`src/design/sss_pkg.sv`:
```
// Shared constants, types and the segment decode table of the scan driver.
package sss_pkg;

    localparam int MAX_DIGITS_DEF   = 8;
    localparam int SEGS_PER_DIGIT   = 7;
    localparam int VALUE_W          = 32;

    // Reciprocal of ten for a 32-bit dividend: q = (v * RECIP) >> RECIP_SHIFT
    localparam logic [31:0] RECIP_TEN   = 32'hCCCC_CCCD;
    localparam int          RECIP_SHIFT = 35;

    // Configuration register map
    localparam int          CFG_ADDR_W        = 3;
    localparam logic        REG_DIGITS_IN_USE = 1'b0;
    localparam logic [3:0]  DIGITS_RESET      = 4'd4;

    // Input kind codes
    localparam logic KIND_TICK = 1'b0;
    localparam logic KIND_LOAD = 1'b1;

    // Load sequencer states
    typedef enum logic [2:0] {
        ST_IDLE = 3'b001,
        ST_MUL  = 3'b010,
        ST_WB   = 3'b100
    } seq_state_t;

    // Store write request from the sequencer
    typedef struct packed {
        logic       en;
        logic [6:0] segs;
    } seg_wr_t;

    // Standard a..g decode, segment a in bit 0
    function automatic logic [6:0] seg_decode(input logic [3:0] dig);
        logic [6:0] segs;
        begin
            unique case (dig)
                4'd0:    segs = 7'h3f;
                4'd1:    segs = 7'h06;
                4'd2:    segs = 7'h5b;
                4'd3:    segs = 7'h4f;
                4'd4:    segs = 7'h66;
                4'd5:    segs = 7'h6d;
                4'd6:    segs = 7'h7d;
                4'd7:    segs = 7'h07;
                4'd8:    segs = 7'h7f;
                4'd9:    segs = 7'h67;
                default: segs = 7'h00;
            endcase
            return segs;
        end
    endfunction

endpackage

```
`src/design/sss_div10.sv`:
```
// Shared divide-by-ten unit: registered reciprocal product, then quotient and remainder.
module sss_div10
(
    input  logic                               clk,
    input  logic                               mul_en,
    input  logic [sss_pkg::VALUE_W-1:0]        dividend,
    output logic [sss_pkg::VALUE_W-1:0]        quot,
    output logic [3:0]                         rem
);

    logic [2*sss_pkg::VALUE_W-1:0] prod_reg;
    logic [2*sss_pkg::VALUE_W-1:0] prod_next;
    logic [sss_pkg::VALUE_W-1:0]   dvd_reg;
    logic [sss_pkg::VALUE_W-1:0]   dvd_next;
    logic [sss_pkg::VALUE_W-1:0]   times_ten;

    // Product stage
    always_comb
    begin
        prod_next = prod_reg;
        dvd_next  = dvd_reg;
        if (mul_en)
        begin
            prod_next = dividend * sss_pkg::RECIP_TEN;
            dvd_next  = dividend;
        end
    end

    always_ff @(posedge clk)
    begin
        prod_reg <= prod_next;
        dvd_reg  <= dvd_next;
    end

    // Quotient from the top bits, remainder by shift-add back-multiply
    always_comb
    begin
        quot      = sss_pkg::VALUE_W'(prod_reg[2*sss_pkg::VALUE_W-1:sss_pkg::RECIP_SHIFT]);
        times_ten = (quot << 3) + (quot << 1);
        rem       = 4'(dvd_reg - times_ten);
    end

endmodule

```
`src/design/sss_seg_store.sv`:
```
// Segment bit store: one 7-bit row per digit, cleared by reset.
module sss_seg_store
#(
    parameter int MAX_DIGITS = sss_pkg::MAX_DIGITS_DEF,
    parameter int IDX_W      = (MAX_DIGITS > 1) ? $clog2(MAX_DIGITS) : 1
)
(
    input  logic               clk,
    input  logic               rst_n,
    input  sss_pkg::seg_wr_t   wr,
    input  logic [IDX_W-1:0]   wr_row,
    input  logic               rd_en,
    input  logic [IDX_W-1:0]   rd_row,
    input  logic [2:0]         rd_seg,
    output logic               rd_bit
);

    logic [sss_pkg::SEGS_PER_DIGIT-1:0] rows_reg [MAX_DIGITS];
    logic                               rd_bit_reg;

    // Row write
    always_ff @(posedge clk or negedge rst_n)
    begin
        if (!rst_n)
        begin
            for (int i = 0; i < MAX_DIGITS; i++)
            begin
                rows_reg[i] <= '0;
            end
        end
        else if (wr.en)
        begin
            rows_reg[wr_row] <= wr.segs;
        end
    end

    // Registered bit read at the scan position
    always_ff @(posedge clk)
    begin
        if (rd_en)
        begin
            rd_bit_reg <= rows_reg[rd_row][rd_seg];
        end
    end

    assign rd_bit = rd_bit_reg;

endmodule

```
`src/design/seven_segment_scan_driver_core.sv`:
```
// Top level of the seven-segment scan driver: config, load sequencer, scan counter, output.
//
//  channel  | dir | fields
//  ---------+-----+-----------------------------------------------------------
//  s_*      | in  | tuser: kind; tdata: value[31:0]
//  m_*      | out | tdata: digit_index[2:0], segment_index[5:3], lit[6], 0[7]
//  p*       | in  | APB register port, digits_in_use at byte address 0
//
// A tick's result is registered at the accepting edge.
// A load handles D digits, D the clamped digit count: for each digit the divide unit
// forms the reciprocal product in ST_MUL, then ST_WB writes the remainder's row.
// s_tready is low during a load and while an undelivered result is stalled.
// Reset clears the segment store, the scan position and digits_in_use to 4.
module seven_segment_scan_driver_core
#(
    parameter int MAX_DIGITS = sss_pkg::MAX_DIGITS_DEF
)
(
    input  logic                              clk,
    input  logic                              rst_n,
    // input stream
    input  logic                              s_tvalid,
    output logic                              s_tready,
    input  logic [31:0]                       s_tdata,  // [31:0] value
    input  logic                              s_tuser,  // [0] kind
    // output stream
    output logic                              m_tvalid,
    input  logic                              m_tready,
    output logic [7:0]                        m_tdata,  // [2:0] digit_index,
                                                        // [5:3] segment_index,
                                                        // [6] lit, [7] zero
    // configuration
    input  logic                              psel,
    input  logic                              penable,
    input  logic                              pwrite,
    input  logic [sss_pkg::CFG_ADDR_W-1:0]    paddr,
    input  logic [31:0]                       pwdata,
    output logic [31:0]                       prdata,
    output logic                              pready
);

    localparam int IDX_W = (MAX_DIGITS > 1) ? $clog2(MAX_DIGITS) : 1;
    localparam int CNT_W = IDX_W + 1;
    localparam int EXT_W = IDX_W + 3;

    sss_pkg::seq_state_t          state_reg, state_next;
    logic [3:0]                   digits_reg, digits_next;
    logic [sss_pkg::VALUE_W-1:0]  val_reg, val_next;
    logic [IDX_W-1:0]             ld_row_reg, ld_row_next;
    logic [IDX_W-1:0]             dig_reg, dig_next;
    logic [2:0]                   seg_reg, seg_next;
    logic                         out_valid_reg, out_valid_next;
    logic [5:0]                   out_data_reg, out_data_next;

    logic [4:0]                   digits_clamp;
    logic [CNT_W-1:0]             digits_act;
    logic [CNT_W-1:0]             dig_step;
    logic [2:0]                   seg_step;
    logic [EXT_W-1:0]             dig_ext;
    logic [sss_pkg::VALUE_W-1:0]  quot;
    logic [3:0]                   rem;
    logic                         lit_bit;
    logic                         accept;
    logic                         rd_en;
    logic                         cfg_wr;
    sss_pkg::seg_wr_t             wr;

    // Configuration port
    assign pready = 1'b1;
    assign cfg_wr = psel && penable && pwrite && (paddr[2] == sss_pkg::REG_DIGITS_IN_USE);
    assign prdata = (paddr[2] == sss_pkg::REG_DIGITS_IN_USE) ? {28'd0, digits_reg} : 32'd0;

    always_comb
    begin
        digits_next = digits_reg;
        if (cfg_wr)
        begin
            digits_next = pwdata[3:0];
        end
    end

    // Clamp digit count to 1..MAX_DIGITS
    always_comb
    begin
        priority if (digits_reg == 4'd0)
        begin
            digits_clamp = 5'd1;
        end
        else if ({1'b0, digits_reg} > 5'(MAX_DIGITS))
        begin
            digits_clamp = 5'(MAX_DIGITS);
        end
        else
        begin
            digits_clamp = {1'b0, digits_reg};
        end
        digits_act = CNT_W'(digits_clamp);
    end

    // Handshake
    assign s_tready = (state_reg == sss_pkg::ST_IDLE) && (!out_valid_reg || m_tready);
    assign accept   = s_tvalid && s_tready;
    assign rd_en    = accept && (s_tuser == sss_pkg::KIND_TICK);
    assign m_tvalid = out_valid_reg;
    assign m_tdata  = {1'b0, lit_bit, out_data_reg};

    // Shared divide-by-ten unit
    sss_div10 u_div
    (
        .clk      (clk),
        .mul_en   (state_reg == sss_pkg::ST_MUL),
        .dividend (val_reg),
        .quot     (quot),
        .rem      (rem)
    );

    // Segment store
    assign wr.en   = (state_reg == sss_pkg::ST_WB);
    assign wr.segs = sss_pkg::seg_decode(rem);

    // Next scan position, wrapping at the scan length
    always_comb
    begin
        if (seg_reg == 3'(sss_pkg::SEGS_PER_DIGIT - 1))
        begin
            seg_step = 3'd0;
            dig_step = {1'b0, dig_reg} + CNT_W'(1);
        end
        else
        begin
            seg_step = seg_reg + 3'd1;
            dig_step = {1'b0, dig_reg};
        end
        if (dig_step >= digits_act)
        begin
            seg_step = 3'd0;
            dig_step = '0;
        end
        dig_ext = EXT_W'(dig_step[IDX_W-1:0]);
    end

    // Lit bit is read into the store's output register on a tick request
    sss_seg_store #(
        .MAX_DIGITS (MAX_DIGITS),
        .IDX_W      (IDX_W)
    ) u_store (
        .clk    (clk),
        .rst_n  (rst_n),
        .wr     (wr),
        .wr_row (ld_row_reg),
        .rd_en  (rd_en),
        .rd_row (dig_step[IDX_W-1:0]),
        .rd_seg (seg_step),
        .rd_bit (lit_bit)
    );

    // Load sequencer, scan counter and output register
    always_comb
    begin
        state_next     = state_reg;
        val_next       = val_reg;
        ld_row_next    = ld_row_reg;
        dig_next       = dig_reg;
        seg_next       = seg_reg;
        out_valid_next = out_valid_reg;
        out_data_next  = out_data_reg;

        if (out_valid_reg && m_tready)
        begin
            out_valid_next = 1'b0;
        end

        unique case (state_reg)
            sss_pkg::ST_IDLE:
            begin
                if (accept)
                begin
                    if (s_tuser == sss_pkg::KIND_LOAD)
                    begin
                        val_next    = s_tdata;
                        ld_row_next = '0;
                        state_next  = sss_pkg::ST_MUL;
                    end
                    else
                    begin
                        dig_next       = dig_step[IDX_W-1:0];
                        seg_next       = seg_step;
                        out_valid_next = 1'b1;
                        out_data_next  = {seg_step, dig_ext[2:0]};
                    end
                end
            end
            sss_pkg::ST_MUL:
            begin
                state_next = sss_pkg::ST_WB;
            end
            sss_pkg::ST_WB:
            begin
                val_next    = quot;
                ld_row_next = ld_row_reg + IDX_W'(1);
                if (({1'b0, ld_row_reg} + CNT_W'(1)) == digits_act)
                begin
                    state_next = sss_pkg::ST_IDLE;
                end
                else
                begin
                    state_next = sss_pkg::ST_MUL;
                end
            end
            default:
            begin
                state_next = sss_pkg::ST_IDLE;
            end
        endcase
    end

    // Control registers
    always_ff @(posedge clk or negedge rst_n)
    begin
        if (!rst_n)
        begin
            state_reg     <= sss_pkg::ST_IDLE;
            digits_reg    <= sss_pkg::DIGITS_RESET;
            dig_reg       <= '0;
            seg_reg       <= 3'd0;
            ld_row_reg    <= '0;
            out_valid_reg <= 1'b0;
        end
        else
        begin
            state_reg     <= state_next;
            digits_reg    <= digits_next;
            dig_reg       <= dig_next;
            seg_reg       <= seg_next;
            ld_row_reg    <= ld_row_next;
            out_valid_reg <= out_valid_next;
        end
    end

    // Payload registers
    always_ff @(posedge clk)
    begin
        val_reg      <= val_next;
        out_data_reg <= out_data_next;
    end

endmodule

```
`config.mk`:
```
export PLATFORM = sky130hd
export DESIGN_NAME = seven_segment_scan_driver_core
export DESIGN_NICKNAME = d
export VERILOG_FILES = /design/src/design/sss_pkg.sv /design/src/design/sss_div10.sv /design/src/design/sss_seg_store.sv /design/src/design/seven_segment_scan_driver_core.sv
export SDC_FILE = /design/constraint.sdc
export NUM_CORES = 1
export LEC_CHECK = 0
export BUFFER_PORTS_ARGS = -buffer_cell sky130_fd_sc_hd__buf_2
export CAP_MARGIN = 20
export CORE_MARGIN = 2
export CORE_UTILIZATION = 48
export CTS_BUF_LIST = sky130_fd_sc_hd__clkbuf_4 sky130_fd_sc_hd__clkbuf_8 sky130_fd_sc_hd__clkbuf_16
export DETAILED_ROUTE_END_ITERATION = 7
export GPL_ROUTABILITY_DRIVEN = 0
export GPL_TIMING_DRIVEN = 1
export PLACE_DENSITY = 0.67
export SETUP_SLACK_MARGIN = 0.3
export SLEW_MARGIN = 20
export SYNTH_ARGS = -nofsm -noshare
export SYNTH_HDL_FRONTEND = slang
export SYNTH_SLANG_ARGS = --single-unit
```
`constraint.sdc`:
```
create_clock -name clk -period 6.7 [get_ports clk]
set_input_delay 1.34 -clock clk [delete_from_list [all_inputs] [get_ports clk]]
set_output_delay 1.34 -clock clk [all_outputs]
set_load 0.1 [all_outputs]
```
==> impl_results.md, run 1 <==
* Clock Pin Slew Worst Setup and Hold Paths at 0.06 ns
* Setup slack, reg-to-reg at -0.38 ns
* Setup ws final at -0.383 ns
* Crit path to: u_div.prod_reg[63]
* PortBufs at 57
* Area growth, synth to finish at 23.3%
* CTS root buf: clkbuf_16
* CP startpoint: val_reg[17]
* Remaining DRCs at 0
* Largest area contributor in the netlist: fa_1
* Yosys warns at 0
* Seq/Total Area, Yosys at 16.9%
* R2R Path End: u_div.prod_reg[63]
* Rel. slew slack at 37.5%
* Crit path required time at 6.98 ns
* Fin. Hold Viols at 0
* Reg2reg path depth at 26
* Max Freq at 141 MHz
* Clk sinks at 145
* Drt pass-1 iters at 6
* First-pass GRT wire length at 108,000 microns
* # hold bufs at CTS at 0
* Core region area at 0.0487 sq mm
* Final Skew at 0.0104 ns
* Crit start category: flop
* Clock Path Buffers at 2
* TritonCTS Buffers at 17
* Syn Inst Count at 2,361
* Final Max Slew Viols at 0
* Tcrit/Tclk final at 106%
* RSZ-0062 raised after global routing: true
* WL/cell at 20.3 microns
* Fin Setup TNS at -5.84 ns
* Routed WL at 70,200 microns
* DP Worst Slack at -0.640 ns
* GRT Overall Usage at 28.5%
* Ant diodes at 0
* Failing checks: setup timing
* Share of cells above drive strength 1 at 24.0%
* Worst-Skew Late Latency at 0.44 ns
* Initial DRC Count at 1,328
* Top FF cell, synth: edfxtp_1
* CP endpoint kind: flop
* Io pins at 118
* Die Ht at 226 microns
* Number of flops mapped to enable cells by yosys at 72
* Initial Util at 48.5%
* Maxcap violations at 0
* Width of the die at 226 microns
* Die ar. at 0.0510 sq mm
* Largest net degree at the start of global routing at 74
* Share of the synthesized area in the top cell type at 32.7%
* # nets final at 3,609
* H-tree levels at 4
* Worst hold start: u_store.rows_reg[50]
* CTS tree: yes
* Yosys reg bits at 145
* FP Rows at 81
* Post-synthesis cell area at 0.0236 sq mm
* Finish-stage setup viols at 25
* Crit path DAT at 7.36 ns
* Detailed placement HPWL at 59,500 microns
* Average cell area after synthesis at 10.0 sq um
* Worst r2r src: val_reg[17]
* Yosys cell types at 81
* Hold_ws at 0.476 ns
* Total grt overflow at 0
* Top post-synthesis cells by area: fa_1 (33%), ha_1 (19%), edfxtp_1 (9.2%)
* Worst hold path type: reg2reg
* Worst slew pin tran at 0.937 ns
* Initial antenna violation count at 0
* Via count at 18,333
* Outcome: finished, violations left
* ANT nets after route at 0
* Via-to-Cell Ratio at 5.29
* Max reg flops at 56
* Final min period at 7.08 ns
* Kind of critical path: reg2reg
* Vias in the first global route at 19,667
* CP Max Fanout at 4
* Async set or reset register ratio after synthesis at 50.3%
critical path: stages (launching register included):
cell	delay [ns]
edfxtp_1	0.47
buf_6	0.17
ha_4	0.27
inv_2	0.04
fa_1	0.51
inv_2	0.04
fa_1	0.51
inv_1	0.06
fa_1	0.51
inv_2	0.04
fa_1	0.54
fa_2	0.46
fa_2	0.60
fa_2	0.49
ha_4	0.29
and3_4	0.20
nand4_1	0.16
buf_6	0.17
o21ai_4	0.17
a211oi_4	0.05
buf_6	0.15
buf_12	0.12
nor4_4	0.19
buf_4	0.18
o31ai_4	0.10
o2111a_1	0.26
a211oi_2	0.15
final cells by class:
type,instances,area [sq um]
fillers,3957,19600
multi-input cells,1604,18200
flip-flops and latches,145,3990
repair buffers,456,3430
inverters,562,2110
well taps,664,831
clock buffers,18,450
clock inverters,14,158
cell families after synthesis:
kind of cell / synth area share, %
AOI/OAI and AO/OA: 8.90
xor gates and xnor gates: 3.29
and+or+nand+nor: 7.32
other: 0.0318
buffers and inverters: 10.8
DFF: 16.9
muxes: 0.863
adders and majority gates: 51.9
layer usage:
| layer | global-route usage, % | share of wire [%] |
|---|---|---|
| met4 | 14.6 | 6.0 |
| met3 | 4.80 | 6.4 |
| met1 | 35.5 | 39 |
| met5 | 0 | 0 |
| met2 | 47.7 | 48 |
cells in the mapped netlist, types with 3 or more instances:
library cell  instances
a221oi_1              6
nand4_1              18
nand3_1              18
buf_4                34
a21boi_0              3
o211ai_1              6
a31oi_1               5
o22ai_1               6
and3_1                7
o21bai_1              6
nand2b_1              7
a21oi_1             101
nor2_1               53
inv_1               561
nand2_1             218
o31ai_1               5
edfxtp_1             72
o21ai_0              94
a41oi_1               3
nor3_1               13
a21o_1               48
xor2_1               45
fa_1                386
mux2_2               10
clkbuf_1             37
and2_1               18
and4_1                3
xnor2_1              42
a211oi_1              9
mux2i_1               8
o221ai_1              5
ha_1                362
buf_6                 3
o21a_1                4
dfrtp_1              71
o21ai_1               5
nor2b_1              14
through the flow:
step | area [sq um] | utilization, % | instances
floorplan | 23900 | - | 2389
global placement | 27100 | 55.6 | 3366
detailed placement | 27100 | 55.6 | 3366
CTS | 28700 | 59.0 | 3442
global route | 29100 | 59.8 | 3463
finish | 29100 | 59.8 | 3463
cells in the final DEF, fill, tap and decap left out, types with 5 or more instances in the layout:
cell type / netlist / routed
a211oi_1: 9 / 8
a21o_1: 48 / 48
a21oi_1: 101 / 87
a21oi_2: 0 / 12
and2_1: 18 / 16
buf_2: 2 / 57
buf_4: 34 / 368
buf_6: 3 / 27
clkbuf_16: 0 / 18
conb_1: 2 / 30
dfrtp_1: 71 / 71
edfxtp_1: 72 / 72
fa_1: 386 / 370
fa_2: 0 / 16
ha_1: 362 / 312
ha_2: 0 / 11
ha_4: 0 / 39
inv_1: 561 / 536
inv_2: 1 / 25
inv_6: 0 / 5
mux2_2: 10 / 10
mux2i_1: 8 / 8
nand2_1: 218 / 216
nand2b_1: 7 / 7
nand3_1: 18 / 17
nand4_1: 18 / 18
nor2_1: 53 / 49
nor2b_1: 14 / 14
nor3_1: 13 / 12
o211ai_1: 6 / 6
o21ai_0: 94 / 86
o21ai_1: 5 / 5
o21ai_2: 1 / 7
o21bai_1: 6 / 5
o221ai_1: 5 / 5
o22ai_1: 6 / 6
xnor2_1: 42 / 39
xor2_1: 45 / 40
xor2_2: 0 / 5
worst min-delay path by stage:
| stage | depth (start not counted) | slack [ns] | to |
|---|---|---|---|
| global placement | 2 | 0.45 | u_store.rows_reg[53] |
| CTS | 2 | 0.48 | u_store.rows_reg[42] |
| finish | 2 | 0.48 | u_store.rows_reg[50] |
| global route | 2 | 0.51 | u_store.rows_reg[18] |
| detailed placement | 2 | 0.47 | u_store.rows_reg[42] |
| floorplan | 2 | 0.44 | u_store.rows_reg[53] |
timing repair:
item	4_1_cts	5_1_grt
buffers inserted	44	21
pin swaps	74	50
endpoints found under the setup margin	29	29
gates cloned	0	0
gates resized for setup	128	59
Power of run 1 is not shown: default switching activity piles up to over one toggle a cycle in this logic, so the estimate is an artifact.
==> inputs of run 2 (changes only) <==
CORE_UTILIZATION = 58   (was 48)
MAX_ROUTING_LAYER = met4   (was not set)
PLACE_DENSITY = 0.79   (was 0.67)
SYNTH_HIERARCHICAL = 1   (was not set)
==> impl_results.md, run 2 <==
* Final min period at 7.41 ns
* Clk sinks at 145
* # fillers at 2,607
* Most common cell after layout, fill and taps aside: inv_1
* CTS tree: yes
* Crit path DAT at 7.59 ns
* Failing checks: setup timing
* FP Rows at 73
* Total grt overflow at 0
* Setup ws final at -0.708 ns
* Remaining DRCs at 0
* Setup slack, reg-to-reg at -0.71 ns
* Initial antenna violation count at 2
* Crit path required time at 6.88 ns
* Most frequent cells in the layout: inv_1 (534), fa_1 (375), ha_1 (318)
* Non-Filler Instances at 3,114
* CP Max Fanout at 3
* Yosys reg bits at 145
* Yosys cell types at 78
* WL/cell at 22.5 microns
* ANT nets after route at 0
* Share of cells above drive strength 1 at 24.5%
* Hold_ws at 0.503 ns
* Area growth, synth to finish at 19.6%
* Clock Path Buffers at 2
* Drt pass-1 iters at 5
* Finish-stage setup viols at 29
* Worst-Skew Late Latency at 0.45 ns
* # hold bufs at CTS at 0
* Die ar. at 0.0421 sq mm
* TritonCTS Buffers at 17
* Tcrit/Tclk final at 111%
* Share of the synthesized area in the top cell type at 32.9%
* Via count at 17,996
* # nets final at 3,397
* Largest net degree at the start of global routing at 74
* GRT Overall Usage at 35.7%
* Detailed placement HPWL at 57,300 microns
* Outcome: finished, violations left
* Io pins at 118
* Rel. slew slack at 28.1%
* Maxcap violations at 0
* Synth cell count leaders: inv_1 (548), fa_1 (386), ha_1 (362)
* Leading cell type by number of instances after synthesis: inv_1
* Routed WL at 70,100 microns
* Kind of critical path: reg2reg
* First-pass GRT wire length at 109,000 microns
* Initial DRC Count at 1,756
* Final Max Slew Viols at 0
* Vias in the first global route at 19,835
* CTS root buf: clkbuf_16
* Post-synthesis cell area at 0.0235 sq mm
* Final Skew at 0.0219 ns
* Initial Util at 58.9%
* Largest area contributor in the netlist: fa_1
* Crit start category: flop
* Die Ht at 205 microns
* Top post-synthesis cells by area: fa_1 (33%), ha_1 (19%), edfxtp_1 (9.2%)
* Worst slew pin tran at 1.07 ns
* H-tree levels at 4
* Post-layout util at 70.5%
* Clock Pin Slew Worst Setup and Hold Paths at 0.08 ns
* Average cell area after synthesis at 10.7 sq um
* CP endpoint kind: flop
* Core region area at 0.0398 sq mm
* Max Freq at 135 MHz
* Register area at 0.00399 sq mm
* Placed cells at 3,041
* Yosys warns at 6
* Top FF cell, synth: edfxtp_1
* Syn Inst Count at 2,203
* Width of the die at 205 microns
* Seq/Total Area, Yosys at 17.0%
* Fin. Hold Viols at 0
* Multi-input gate area at 0.0179 sq mm
* Async set or reset register ratio after synthesis at 50.3%
* Max reg flops at 56
* Worst hold path type: reg2reg
* Number of flops mapped to enable cells by yosys at 72
* Via-to-Cell Ratio at 5.78
* RSZ-0062 raised after global routing: true
* PortBufs at 57
-- run 2: cell types whose count changed after synthesis, sizes merged, moves of 11 or more --
| cell | delta |
|---|---|
| clkbuf | -11 |
| mux2 | +52 |
| inv | -14 |
| a21oi | -34 |
| nand2 | -66 |
| o21ai | -55 |
| mux4 | +14 |
-- run 2: final timing paths --
check	start	end	cells after the start
max in group asynchronous	rst_n	state_reg[2]	2
setup / recovery	val_reg[14]	u_div/prod_reg[63]	27
hold / removal	u_store/rows_reg[46]	u_store/rows_reg[46]	1
setup reg to reg	val_reg[14]	u_div/prod_reg[63]	27
hold reg to reg	u_store/rows_reg[46]	u_store/rows_reg[46]	1
min in group asynchronous	rst_n	u_store/rows_reg[37]	2
-- run 2: repair_timing --
item | CTS | global route
pin swaps | 32 | 33
setup endpoints to repair | 29 | 29
gates resized for setup | 67 | 32
setup buffers | 21 | 18
-- run 2: through the flow --
step	worst slack [ns]	instance area (sq um)	setup TNS (ns)
2_1_floorplan	0.190	24000	0
3_3_place_gp	-0.389	26700	-6.38
3_5_place_dp	-0.567	26700	-10.43
4_1_cts	-0.470	27800	-7.63
5_1_grt	-0.851	28100	-18.81
6_report	-0.708	28100	-14.82
-- run 2: cells by family after synthesis --
logic type               share of synthesized area (%)
other                                           0.0480
flip-flops                                        17.0
multiplexers                                      4.75
AND/OR/NAND/NOR                                   6.59
buffers and inverters                             10.5
XOR/XNOR                                          3.25
AO/OA/AOI/OAI                                     5.60
adder cells (fa/ha/maj)                           52.2
-- run 2: cell type report --
cell class              instances  share of cell area, %
clock inverters                15                  0.682
flip-flops and latches        145                   14.2
repair buffers                388                   10.1
multi-input cells            1473                   63.7
inverters                     549                   7.35
clock buffers                  17                   1.52
well taps                     525                   2.34
diodes                          2                 0.0178
-- run 2: per-layer routing --
metal	vias up	global-route usage, %	share of wire [%]
met5	-	-	0
met4	0	17.0	6.3
met1	8989	44.9	37
met2	1034	56.7	47
li1	7666	-	-
met3	307	6.06	9.5
-- run 2: worst max-delay path, cell delays in order, from the launching register on --
cell and delay, ns:
edfxtp_1 0.51, buf_4 0.18, ha_4 0.14, inv_4 0.05, fa_1 0.52, inv_1 0.05, fa_1 0.50, inv_1 0.08
fa_1 0.53, inv_1 0.06, fa_2 0.57, fa_1 0.46, fa_1 0.52, inv_1 0.07, fa_1 0.49, inv_2 0.05
ha_4 0.22, nand4_1 0.17, nor4_4 0.09, buf_4 0.15, buf_4 0.13, a221o_1 0.34, or3_4 0.40, nor2_4 0.14
o2111ai_4 0.19, buf_4 0.18, a311oi_2 0.23, xnor2_1 0.12
Power of run 2 is left out for the same reason.
==> inputs of run 3 (changes only) <==
SYNTH_HIERARCHICAL = not set   (was 1)
==> impl_results.md, run 3 (synthesis gave the netlist of run 1 again) <==
* Clock Pin Slew Worst Setup and Hold Paths at 0.06 ns
* Crit path required time at 6.89 ns
* Drt pass-1 iters at 6
* Worst hold start: u_store.rows_reg[47]
* Kind of critical path: reg2reg
* Reg2reg path depth at 27
* Initial antenna violation count at 4
* Clk sinks at 145
* GRT Overall Usage at 37.8%
* Core region area at 0.0400 sq mm
* Final Skew at 0.0132 ns
* Hold path depth at 2
* Final Max Slew Viols at 0
* Worst path most repeated cell: fa_1
* RSZ-0062 raised after global routing: true
* Via count at 19,463
* WL/cell at 22.9 microns
* Setup slack, reg-to-reg at -0.65 ns
* R2R Path End: u_div.prod_reg[57]
* Fin Setup TNS at -11.71 ns
* Endpoint, Worst Hold: u_store.rows_reg[47]
* Clock Path Buffers at 2
* FP Rows at 73
* Max reg flops at 56
* GR peak layer: met2
* # nets final at 3,577
* Most common cell after layout, fill and taps aside: inv_1
* First-pass GRT wire length at 115,000 microns
* Met1 Resource Use GR at 44.0%
* Crit path DAT at 7.54 ns
* Initial DRC Count at 1,976
* Maxcap violations at 0
* Initial Util at 59.1%
* CTS tree: yes
* Via-to-Cell Ratio at 5.90
* Max Freq at 136 MHz
* PortBufs at 57
* Setup ws final at -0.653 ns
* Outcome: finished, violations left
* Met2 usage at 59.9%
* Worst r2r src: val_reg[18]
* Slowest cell on the critical path: edfxtp_1
* Rel. slew slack at 36.2%
* # fillers at 2,556
* # hold bufs at CTS at 0
* Remaining DRCs at 0
* Slowest stage delay, CP at 0.55 ns
* Finish-stage setup viols at 28
* Worst slew pin tran at 0.933 ns
* Width of the die at 206 microns
* Most frequent cells in the layout: inv_1 (539), fa_1 (377), buf_4 (341)
* Failing checks: setup timing
* Vias in the first global route at 21,106
* Worst hold path type: reg2reg
* Crit start category: flop
* Die ar. at 0.0424 sq mm
* Detailed placement HPWL at 58,900 microns
* Post-layout util at 71.7%
* TritonCTS Buffers at 17
* CP Max Fanout at 4
* Met3 Resource Use GR at 7.59%
* Io pins at 118
* CTS root buf: clkbuf_16
* Worst-Skew Late Latency at 0.45 ns
* Final min period at 7.35 ns
* Share of cells above drive strength 1 at 22.6%
* Largest net degree at the start of global routing at 74
* Die Ht at 206 microns
* ANT nets after route at 0
* Total grt overflow at 0
* Routed WL at 75,600 microns
* H-tree levels at 4
* Tcrit/Tclk final at 110%
* Area growth, synth to finish at 21.4%
* Fin. Hold Viols at 0
* CP endpoint kind: flop
-- run 3: cell types whose count changed in the layout (fill, tap and decap cells not counted), moves of 7 or more --
cell     before  now
a21o_1       41   48
a21oi_1      56   86
buf_4       313  341
buf_6        17   25
mux2_2       61   10
mux4_2       11    0
nand2_1     147  216
nor2_1       39   48
o21ai_0      31   87
-- run 3: per-stage QoR --
stage,cell area [sq um],hold WS (ns),worst slack [ns],instances
6_report,28700,0.480,-0.653,3297
5_1_grt,28700,0.507,-0.730,3296
4_1_cts,28300,0.480,-0.340,3275
3_5_place_dp,26800,0.465,-0.614,3208
3_3_place_gp,26800,0.456,-0.477,3208
2_1_floorplan,23900,0.442,0.0465,2389
-- run 3: what timing repair did --
| item | 4_1_cts | 5_1_grt |
|---|---|---|
| setup endpoints to repair | 29 | 29 |
| gates resized for setup | 132 | 42 |
| setup buffers | 35 | 17 |
| cloned | 0 | 0 |
| pin swaps | 74 | 47 |
-- run 3: final cells by class --
| type | count | area (sq um) | area share (%) |
|---|---|---|---|
| timing repair buffer | 424 | 3150 | 11.0 |
| sequential | 145 | 3990 | 13.9 |
| inverter | 562 | 2120 | 7.40 |
| multi-input combinational | 1604 | 18100 | 63.2 |
| clock buffer | 21 | 497 | 1.73 |
| clock inverter | 11 | 136 | 0.476 |
| tap | 525 | 657 | 2.29 |
| antenna | 5 | 12.5 | 0.0436 |
-- run 3: worst max path at each step --
stage | from | end | slack, ns | depth (start not counted)
floorplan | val_reg[20] | u_div.prod_reg[60] | 0.05 | 25
global placement | val_reg[17] | u_div.prod_reg[55] | -0.48 | 23
detailed placement | val_reg[17] | u_div.prod_reg[55] | -0.61 | 23
CTS | val_reg[10] | u_div.prod_reg[63] | -0.34 | 25
global route | val_reg[20] | u_div.prod_reg[60] | -0.73 | 27
finish | val_reg[18] | u_div.prod_reg[57] | -0.65 | 27
-- run 3: critical path: cells and delay by family (launching register included) --
family / cells / cell delay [ns]
adders and majority gates: 9 / 4.19
DFF: 1 / 0.55
buffers and inverters: 9 / 0.76
and+or+nand+nor: 4 / 0.64
xor gates and xnor gates: 1 / 0.17
AOI/OAI and AO/OA: 4 / 0.78
-- run 3: layer usage --
layer  wire, microns  part of all wire, %
met4            6400                  8.5
met5               0                    0
met2           35600                   47
met1           26400                   35
met3            7170                  9.5
Power of run 3 is left out for the same reason.
